File: config.mk
export PLATFORM = sky130hd
export DESIGN_NAME = lcg128_uniform_range
export DESIGN_NICKNAME = d
export VERILOG_FILES = /design/src/rtl/lcgur_pkg.sv /design/src/rtl/lcgur_mul.sv /design/src/rtl/lcgur_rem.sv /design/src/rtl/lcg128_uniform_range.sv
export SDC_FILE = /design/constraint.sdc
export NUM_CORES = 2
export LEC_CHECK = 0
export BUFFER_PORTS_ARGS = -buffer_cell sky130_fd_sc_hd__buf_2
export CAP_MARGIN = 25
export CORE_ASPECT_RATIO = 1.1
export CORE_MARGIN = 2
export CORE_UTILIZATION = 58
export DETAILED_ROUTE_END_ITERATION = 10
export PLACE_DENSITY = 0.81
export SLEW_MARGIN = 20
export SYNTH_ARGS = -nofsm -noshare
export SYNTH_HDL_FRONTEND = slang
export SYNTH_SLANG_ARGS = --single-unit
File: constraint.sdc
create_clock -name clk -period 12 [get_ports clk]
set_clock_uncertainty 0.15 [all_clocks]
set_input_delay 0.6 -clock clk [delete_from_list [all_inputs] [get_ports clk]]
set_output_delay 0.6 -clock clk [all_outputs]
set_load 0.01 [all_outputs]
File: src/rtl/lcgur_pkg.sv
// ============================================================================
// lcgur_pkg
// Types and constants shared by the uniform range generator modules.
// ============================================================================
package lcgur_pkg;

    localparam int WORD_W  = 64;
    localparam int STATE_W = 2 * WORD_W;
    localparam int DIGIT_W = 8;
    localparam int MUL_STEPS = STATE_W / DIGIT_W;

    typedef logic [WORD_W-1:0]  word_t;
    typedef logic [STATE_W-1:0] state_t;
    typedef logic [DIGIT_W-1:0] digit_t;

    // Generator multiplier, high word then low word.
    localparam word_t  MUL_HI_WORD = 64'd1360472147205615982;
    localparam word_t  MUL_LO_WORD = 64'd3346542527535191717;
    localparam state_t MUL_A       = {MUL_HI_WORD, MUL_LO_WORD};

endpackage

File: src/rtl/lcgur_mul.sv
// ============================================================================
// lcgur_mul
// Digit-serial multiplier: product = state * A mod 2^128, one byte a cycle.
// ============================================================================
module lcgur_mul
    import lcgur_pkg::*;
(
    input  logic   clk,
    input  logic   rst_n,
    input  logic   start,
    input  state_t state_in,
    output logic   done,
    output state_t product
);

    localparam int CNT_W = $clog2(MUL_STEPS);

    logic               busy_reg, busy_next;
    logic               done_reg, done_next;
    logic [CNT_W-1:0]   cnt_reg, cnt_next;
    state_t             shift_reg, shift_next;
    state_t             acc_reg, acc_next;
    digit_t             digit;
    state_t             partial;

    // Horner form from the most significant digit down; bits above 2^128 fall away.
    assign digit   = shift_reg[STATE_W-1 -: DIGIT_W];
    assign partial = state_t'(MUL_A * state_t'(digit));

    always_comb
    begin
        busy_next  = busy_reg;
        done_next  = 1'b0;
        cnt_next   = cnt_reg;
        shift_next = shift_reg;
        acc_next   = acc_reg;
        if (start)
        begin
            busy_next  = 1'b1;
            cnt_next   = '0;
            shift_next = state_in;
            acc_next   = '0;
        end
        else if (busy_reg)
        begin
            acc_next   = (acc_reg << DIGIT_W) + partial;
            shift_next = shift_reg << DIGIT_W;
            cnt_next   = cnt_reg + 1'b1;
            if (cnt_reg == CNT_W'(MUL_STEPS - 1))
            begin
                busy_next = 1'b0;
                done_next = 1'b1;
            end
        end
    end

    always_ff @(posedge clk or negedge rst_n)
    begin
        if (!rst_n)
        begin
            busy_reg <= 1'b0;
            done_reg <= 1'b0;
            cnt_reg  <= '0;
        end
        else
        begin
            busy_reg <= busy_next;
            done_reg <= done_next;
            cnt_reg  <= cnt_next;
        end
    end

    always_ff @(posedge clk)
    begin
        shift_reg <= shift_next;
        acc_reg   <= acc_next;
    end

    assign done    = done_reg;
    assign product = acc_reg;

endmodule

File: src/rtl/lcgur_rem.sv
// ============================================================================
// lcgur_rem
// Bit-serial restoring remainder unit: 64-bit dividend modulo a 64-bit divisor.
// ============================================================================
module lcgur_rem
    import lcgur_pkg::*;
(
    input  logic  clk,
    input  logic  rst_n,
    input  logic  start,
    input  word_t dividend,
    input  word_t divisor,
    output logic  done,
    output word_t remainder
);

    localparam int CNT_W = $clog2(WORD_W);

    logic             busy_reg, busy_next;
    logic             done_reg, done_next;
    logic [CNT_W-1:0] cnt_reg, cnt_next;
    word_t            dvd_reg, dvd_next;
    word_t            dvs_reg, dvs_next;
    word_t            rem_reg, rem_next;
    logic [WORD_W:0]  trial;
    logic [WORD_W:0]  diff;

    // The partial remainder stays below the divisor, so one subtract a bit suffices.
    assign trial = {rem_reg, dvd_reg[WORD_W-1]};
    assign diff  = trial - {1'b0, dvs_reg};

    always_comb
    begin
        busy_next = busy_reg;
        done_next = 1'b0;
        cnt_next  = cnt_reg;
        dvd_next  = dvd_reg;
        dvs_next  = dvs_reg;
        rem_next  = rem_reg;
        if (start)
        begin
            busy_next = 1'b1;
            cnt_next  = '0;
            dvd_next  = dividend;
            dvs_next  = divisor;
            rem_next  = '0;
        end
        else if (busy_reg)
        begin
            dvd_next = dvd_reg << 1;
            if (diff[WORD_W])
                rem_next = trial[WORD_W-1:0];
            else
                rem_next = diff[WORD_W-1:0];
            cnt_next = cnt_reg + 1'b1;
            if (cnt_reg == CNT_W'(WORD_W - 1))
            begin
                busy_next = 1'b0;
                done_next = 1'b1;
            end
        end
    end

    always_ff @(posedge clk or negedge rst_n)
    begin
        if (!rst_n)
        begin
            busy_reg <= 1'b0;
            done_reg <= 1'b0;
            cnt_reg  <= '0;
        end
        else
        begin
            busy_reg <= busy_next;
            done_reg <= done_next;
            cnt_reg  <= cnt_next;
        end
    end

    always_ff @(posedge clk)
    begin
        dvd_reg <= dvd_next;
        dvs_reg <= dvs_next;
        rem_reg <= rem_next;
    end

    assign done      = done_reg;
    assign remainder = rem_reg;

endmodule

File: src/rtl/lcg128_uniform_range.sv
// ============================================================================
// lcg128_uniform_range
// Uniform signed integers in a range from a 128-bit multiplicative LCG.
// ============================================================================
//
//  Channel   Handshake             Payload
//  -------   -------------------   --------------------------------
//  request   in_valid / in_ready   min_value, max_value (signed 64)
//  result    out_valid / out_ready value (signed 64)
//  config    seed_we               seed (unsigned 64)
//
//  A request with min_value >= max_value skips the arithmetic and goes through
//  ST_DONE to the output register. Any other request runs the byte-serial
//  128-bit state multiply, then the bit-serial remainder, then the hand-over.
//  The full signed range skips the remainder.
//  One request is in work at a time; a new one is taken while the previous result
//  still waits in the output register. Reset leaves state_high at zero, state_low at one.
//
module lcg128_uniform_range
    import lcgur_pkg::*;
(
    input  logic               clk,
    input  logic               rst_n,
    input  logic               seed_we,
    input  logic [63:0]        seed,
    input  logic               in_valid,
    output logic               in_ready,
    input  logic signed [63:0] min_value,
    input  logic signed [63:0] max_value,
    output logic               out_valid,
    input  logic               out_ready,
    output logic signed [63:0] value
);

    localparam logic [1:0] ST_IDLE = 2'd0;
    localparam logic [1:0] ST_MUL  = 2'd1;
    localparam logic [1:0] ST_REM  = 2'd2;
    localparam logic [1:0] ST_DONE = 2'd3;

    logic [1:0] st_reg, st_next;
    word_t      state_high_reg, state_high_next;
    word_t      state_low_reg, state_low_next;
    word_t      min_reg, min_next;
    word_t      span_reg, span_next;
    word_t      res_reg, res_next;
    logic       out_valid_reg, out_valid_next;
    word_t      value_reg, value_next;

    logic       accept;
    logic       empty_range;
    logic       mul_start;
    logic       mul_done;
    state_t     product;
    logic       rem_start;
    logic       rem_done;
    word_t      remainder;
    word_t      req_span;

    assign accept      = in_valid && in_ready;
    assign empty_range = (min_value >= max_value);
    assign req_span    = word_t'(max_value) - word_t'(min_value) + word_t'(1);
    assign mul_start   = accept && !empty_range;
    // A zero span can only come from the full signed range.
    assign rem_start   = (st_reg == ST_MUL) && mul_done && (span_reg != '0);

    lcgur_mul u_mul (
        .clk      (clk),
        .rst_n    (rst_n),
        .start    (mul_start),
        .state_in ({state_high_reg, state_low_reg}),
        .done     (mul_done),
        .product  (product)
    );

    lcgur_rem u_rem (
        .clk       (clk),
        .rst_n     (rst_n),
        .start     (rem_start),
        .dividend  (product[STATE_W-1:WORD_W]),
        .divisor   (span_reg),
        .done      (rem_done),
        .remainder (remainder)
    );

    always_comb
    begin
        st_next         = st_reg;
        state_high_next = state_high_reg;
        state_low_next  = state_low_reg;
        min_next        = min_reg;
        span_next       = span_reg;
        res_next        = res_reg;
        out_valid_next  = out_valid_reg && !out_ready;
        value_next      = value_reg;

        if (seed_we)
            state_low_next = {seed[WORD_W-2:0], 1'b1};

        case (st_reg)
            ST_IDLE:
            begin
                if (accept)
                begin
                    min_next  = word_t'(min_value);
                    span_next = req_span;
                    if (empty_range)
                    begin
                        res_next = word_t'(min_value);
                        st_next  = ST_DONE;
                    end
                    else
                    begin
                        st_next = ST_MUL;
                    end
                end
            end
            ST_MUL:
            begin
                if (mul_done)
                begin
                    state_high_next = product[STATE_W-1:WORD_W];
                    state_low_next  = product[WORD_W-1:0];
                    if (span_reg == '0)
                    begin
                        res_next = product[STATE_W-1:WORD_W];
                        st_next  = ST_DONE;
                    end
                    else
                    begin
                        st_next = ST_REM;
                    end
                end
            end
            ST_REM:
            begin
                if (rem_done)
                begin
                    res_next = remainder + min_reg;
                    st_next  = ST_DONE;
                end
            end
            ST_DONE:
            begin
                if (!out_valid_reg || out_ready)
                begin
                    value_next     = res_reg;
                    out_valid_next = 1'b1;
                    st_next        = ST_IDLE;
                end
            end
            default:
            begin
                st_next = ST_IDLE;
            end
        endcase
    end

    always_ff @(posedge clk or negedge rst_n)
    begin
        if (!rst_n)
        begin
            st_reg         <= ST_IDLE;
            state_high_reg <= '0;
            state_low_reg  <= word_t'(1);
            out_valid_reg  <= 1'b0;
        end
        else
        begin
            st_reg         <= st_next;
            state_high_reg <= state_high_next;
            state_low_reg  <= state_low_next;
            out_valid_reg  <= out_valid_next;
        end
    end

    always_ff @(posedge clk)
    begin
        min_reg   <= min_next;
        span_reg  <= span_next;
        res_reg   <= res_next;
        value_reg <= value_next;
    end

    assign in_ready  = (st_reg == ST_IDLE);
    assign out_valid = out_valid_reg;
    assign value     = value_reg;

endmodule
==> run_summary.xml <==
<?xml version="1.0" encoding="UTF-8"?>
<metrics>
  <group name="timing">
    <metric name="setup_viol_count_final" unit="">0</metric>
    <metric name="timing.setup.tns" unit="ns">0</metric>
    <metric name="hold_viol_final" unit="">0</metric>
    <metric name="maxClockFrequency" unit="MHz">118.1</metric>
    <metric name="max-slew-margin-rel" unit="">0.2199</metric>
    <metric name="crit_path_time_final" unit="ns">8.464</metric>
    <metric name="min_period_over_period" unit="">0.7053</metric>
    <metric name="grt_setup_unrepaired" unit="">false</metric>
    <metric name="slew_viol_final" unit="">0</metric>
    <metric name="tightestPinTransition" unit="ns">1.141</metric>
    <metric name="final.hold.worst_slack" unit="ns">0.03160</metric>
  </group>
  <group name="floorplanning">
    <metric name="die_height" unit="µm">354.3</metric>
    <metric name="core" unit="µm²">110700</metric>
    <metric name="floorplan_die_area" unit="µm²">114200</metric>
    <metric name="start_util" unit="">0.5846</metric>
    <metric name="design.portCount" unit="">263</metric>
    <metric name="floorplan_die_width" unit="µm">322.4</metric>
    <metric name="rows" unit="">128</metric>
  </group>
  <group name="run_status">
    <metric name="status" unit="">complete, no violations</metric>
  </group>
  <group name="critical_path">
    <metric name="critical_path_depth" unit="">21</metric>
    <metric name="worstRegToRegCells" unit="">21</metric>
    <metric name="worstSetupStartpointType" unit="">flip-flop</metric>
    <metric name="setup.worst_path.class" unit="">flip-flop to flip-flop</metric>
    <metric name="worstPathMaxFanout" unit="">9</metric>
    <metric name="critical_path.cell_chain" unit="">fa_1 &gt; inv_1 &gt; fa_1 &gt; inv_1 &gt; fa_1 &gt; inv_1 &gt; fa_1 &gt; inv_1 &gt; ha_1 &gt; nand4_2 &gt; or3_1 &gt; a221oi_1 &gt; o21ai_1 &gt; a2111oi_2 &gt; o21ai_2 &gt; o31ai_2 &gt; a311oi_2 &gt; o221ai_1 &gt; xor2_1 &gt; mux2i_1 &gt; nor2_1</metric>
    <metric name="critPathRequiredTime" unit="ns">12.42</metric>
    <metric name="critPathSlowestCell" unit="">fa_1</metric>
    <metric name="critPathBufInv" unit="">4</metric>
    <metric name="max_stage_delay" unit="ns">0.92</metric>
    <metric name="worstPathArrival" unit="ns">8.89</metric>
    <metric name="worst_setup_path_end_kind" unit="">flip-flop</metric>
    <metric name="crit_family" unit="">compound AO/OA/AOI/OAI gates</metric>
  </group>
  <group name="clock_tree">
    <metric name="post_cts_setup_buffers" unit="">0</metric>
    <metric name="clk-insertion-delay-late" unit="ns">0.74</metric>
    <metric name="cts.path.max_buffers" unit="">3</metric>
    <metric name="cts_tree" unit="">built</metric>
    <metric name="clock_h_tree_levels" unit="">3</metric>
    <metric name="cts-buffers-inserted" unit="">90</metric>
    <metric name="clkSlewWorstSetupHoldPaths" unit="ns">0.07</metric>
    <metric name="cts.root.buffer_cell" unit="">clkbuf_16</metric>
    <metric name="post_cts_resize_count" unit="">0</metric>
    <metric name="tritoncts_num_sinks" unit="">849</metric>
  </group>
  <group name="routing">
    <metric name="vias" unit="">50410</metric>
    <metric name="detail_route.first_pass.iterations" unit="">8</metric>
    <metric name="dr_iter_0_viols" unit="">4674</metric>
    <metric name="detail-route-antenna-nets" unit="">0</metric>
    <metric name="postRouteWirelength" unit="µm">199500</metric>
    <metric name="route.detailed.vias_per_inst" unit="">6.094</metric>
    <metric name="routedWlPerCell" unit="µm">24.12</metric>
    <metric name="drcViolationCount" unit="">0</metric>
  </group>
  <group name="global_route">
    <metric name="initial_antenna_violation_count" unit="">1</metric>
    <metric name="first_global_vias" unit="">50420</metric>
    <metric name="grt_max_degree" unit="">132</metric>
    <metric name="grt_pass1_wl" unit="µm">301600</metric>
    <metric name="overall_fraction_of_global_route_tracks_in_use" unit="">0.3479</metric>
    <metric name="globalRouteOverflowTotal" unit="">0</metric>
  </group>
  <group name="power">
    <metric name="irDropWorstVdd" unit="mV">0.1142</metric>
    <metric name="power_dens_cells" unit="nW/µm²">92.45</metric>
    <metric name="leak" unit="nW">30.64</metric>
    <metric name="finalPower" unit="mW">6.552</metric>
  </group>
  <group name="layout">
    <metric name="areaGrowthSynthToFinish" unit="%">9.550</metric>
    <metric name="final_layout_size_suffix_gt1_frac" unit="">0.1125</metric>
    <metric name="layout.cells.most_common_list" unit="">inv_1 (824), ha_1 (640), a21oi_1 (550)</metric>
    <metric name="finish.net_count" unit="">7859</metric>
    <metric name="layout.cells.most_common" unit="">inv_1</metric>
    <metric name="area_taken_by_flip_flops_and_latches" unit="µm²">22860</metric>
    <metric name="stdcell_area" unit="µm²">70870</metric>
    <metric name="area_of_combinational_cells_with_multiple_inputs" unit="µm²">37700</metric>
    <metric name="fill_cells" unit="">8933</metric>
  </group>
  <group name="synth">
    <metric name="syn-cell-area" unit="µm²">64690</metric>
    <metric name="number_of_synthesized_flops_with_an_enable_pin" unit="">512</metric>
    <metric name="async_flop_share" unit="">0.1708</metric>
    <metric name="register_bit_total_from_synthesis" unit="">849</metric>
    <metric name="post_synth_inst_count" unit="">6535</metric>
    <metric name="ys_types" unit="">85</metric>
    <metric name="synthesis.yosys.warnings" unit="">0</metric>
    <metric name="avgSynthCellArea" unit="µm²">9.900</metric>
    <metric name="mappedNetlistNets" unit="">7697</metric>
    <metric name="synth.yosys.seq_area_share" unit="">0.3532</metric>
    <metric name="synth-main-ff-cell" unit="">edfxtp_1</metric>
  </group>
  <group name="placed_design">
    <metric name="rd_place_congestion" unit="">1.028</metric>
    <metric name="io_buffers" unit="">261</metric>
    <metric name="detailed_place_hpwl" unit="µm">156200</metric>
    <metric name="placed_cell_areas" unit="µm²">67210</metric>
  </group>
  <group name="hold_path">
    <metric name="hold-path-cell-count" unit="">3</metric>
    <metric name="worst_hold_path_type" unit="">input pin to flip-flop</metric>
  </group>
  <group name="job">
    <metric name="max-cap-violations" unit="">0</metric>
  </group>
</metrics>
power by group:
part / internal, mW / switching [mW] / total (mW)
logic: 0.200 / 0.283 / 0.483
registers: 3.11 / 0.0122 / 3.12
clock network: 1.68 / 1.27 / 2.95
timing repair:
action                     in CTS  in global routing
setup endpoints to repair       0                  0
hold endpoints to repair      135                  0
hold buffers                   55                  0
cell usage after synthesis, drive strengths merged (39+ instances only):
master / n / area, µm²
clkbuf: 254 / 955.9
o21ai: 257 / 1290
xnor2: 197 / 1725
a21o: 214 / 1607
o21bai: 70 / 525.5
a21oi: 551 / 2761
dfxtp: 192 / 3844
nand3: 90 / 450.4
nor3: 39 / 195.2
nand2: 372 / 1396
a31oi: 47 / 294.0
xor2: 109 / 954.7
mux2: 246 / 2770
fa: 323 / 6466
dfrtp: 144 / 3603
a311oi: 48 / 420.4
nor2b: 57 / 356.6
nor2: 467 / 1753
ha: 642 / 8033
mux2i: 144 / 1441
nand4: 135 / 850.8
edfxtp: 512 / 15370
inv: 826 / 3100
worst paths after layout:
check,start,endpoint,slack [ns]
min in group asynchronous,rst_n,state_low_reg[4],0.28
max reg2reg,u_mul.shift_reg[124],u_mul.product[123],3.54
max,u_mul.shift_reg[124],u_mul.product[123],3.54
min reg2reg,res_reg[61],value[61],0.24
max in group asynchronous,rst_n,state_high_reg[9],9.96
min,seed[4],state_low_reg[5],0.03
kinds of logic after synthesis:
group / count (synthesis) / share of synthesized area
xor gates and xnor gates: 306 / 0.04143
and+or+nand+nor: 1384 / 0.1005
buffers and inverters: 1118 / 0.06552
adders and majority gates: 965 / 0.2241
muxes: 390 / 0.06510
AOI/OAI and AO/OA: 1523 / 0.1502
DFF: 849 / 0.3532
per-layer routing:
metal / share of wire / vias up / GRT usage
met4: 0.065 / 0 / 0.1974
met2: 0.47 / 1938 / 0.5737
met1: 0.40 / 24700 / 0.4430
li1: - / 23300 / -
met3: 0.060 / 467 / 0.04410
met5: 0 / - / 0.0008386
cell type report:
class,instances,share of cell area
timing repair buffer,362,0.03155
clock buffer,120,0.03513
tap,1495,0.02639
inverter,826,0.04382
clock inverter,50,0.008703
sequential,849,0.3225
antenna,1,0.00003531
multi-input combinational,4568,0.5319
metrics by stage:
step / worst slack [ns] / utilization / std cells
6_report: 3.536 / 0.6404 / 8271
5_1_grt: 3.402 / 0.6404 / 8271
4_1_cts: 3.658 / 0.6404 / 8270
3_5_place_dp: 3.719 / 0.6074 / 8045
3_3_place_gp: 3.767 / 0.6074 / 8045
2_1_floorplan: 1.769 / - / 6535
worst reg2reg max path, delay by kind of cell, from the launching register on:
family	cells	cell delay [ns]
AO/OA/AOI/OAI	7	3.00
XOR/XNOR	1	0.13
adder cells (fa/ha/maj)	5	2.98
buffers and inverters	4	0.49
flip-flops	1	0.75
multiplexers	1	0.15
AND/OR/NAND/NOR	3	0.68
(Power assumes the default switching activity.)
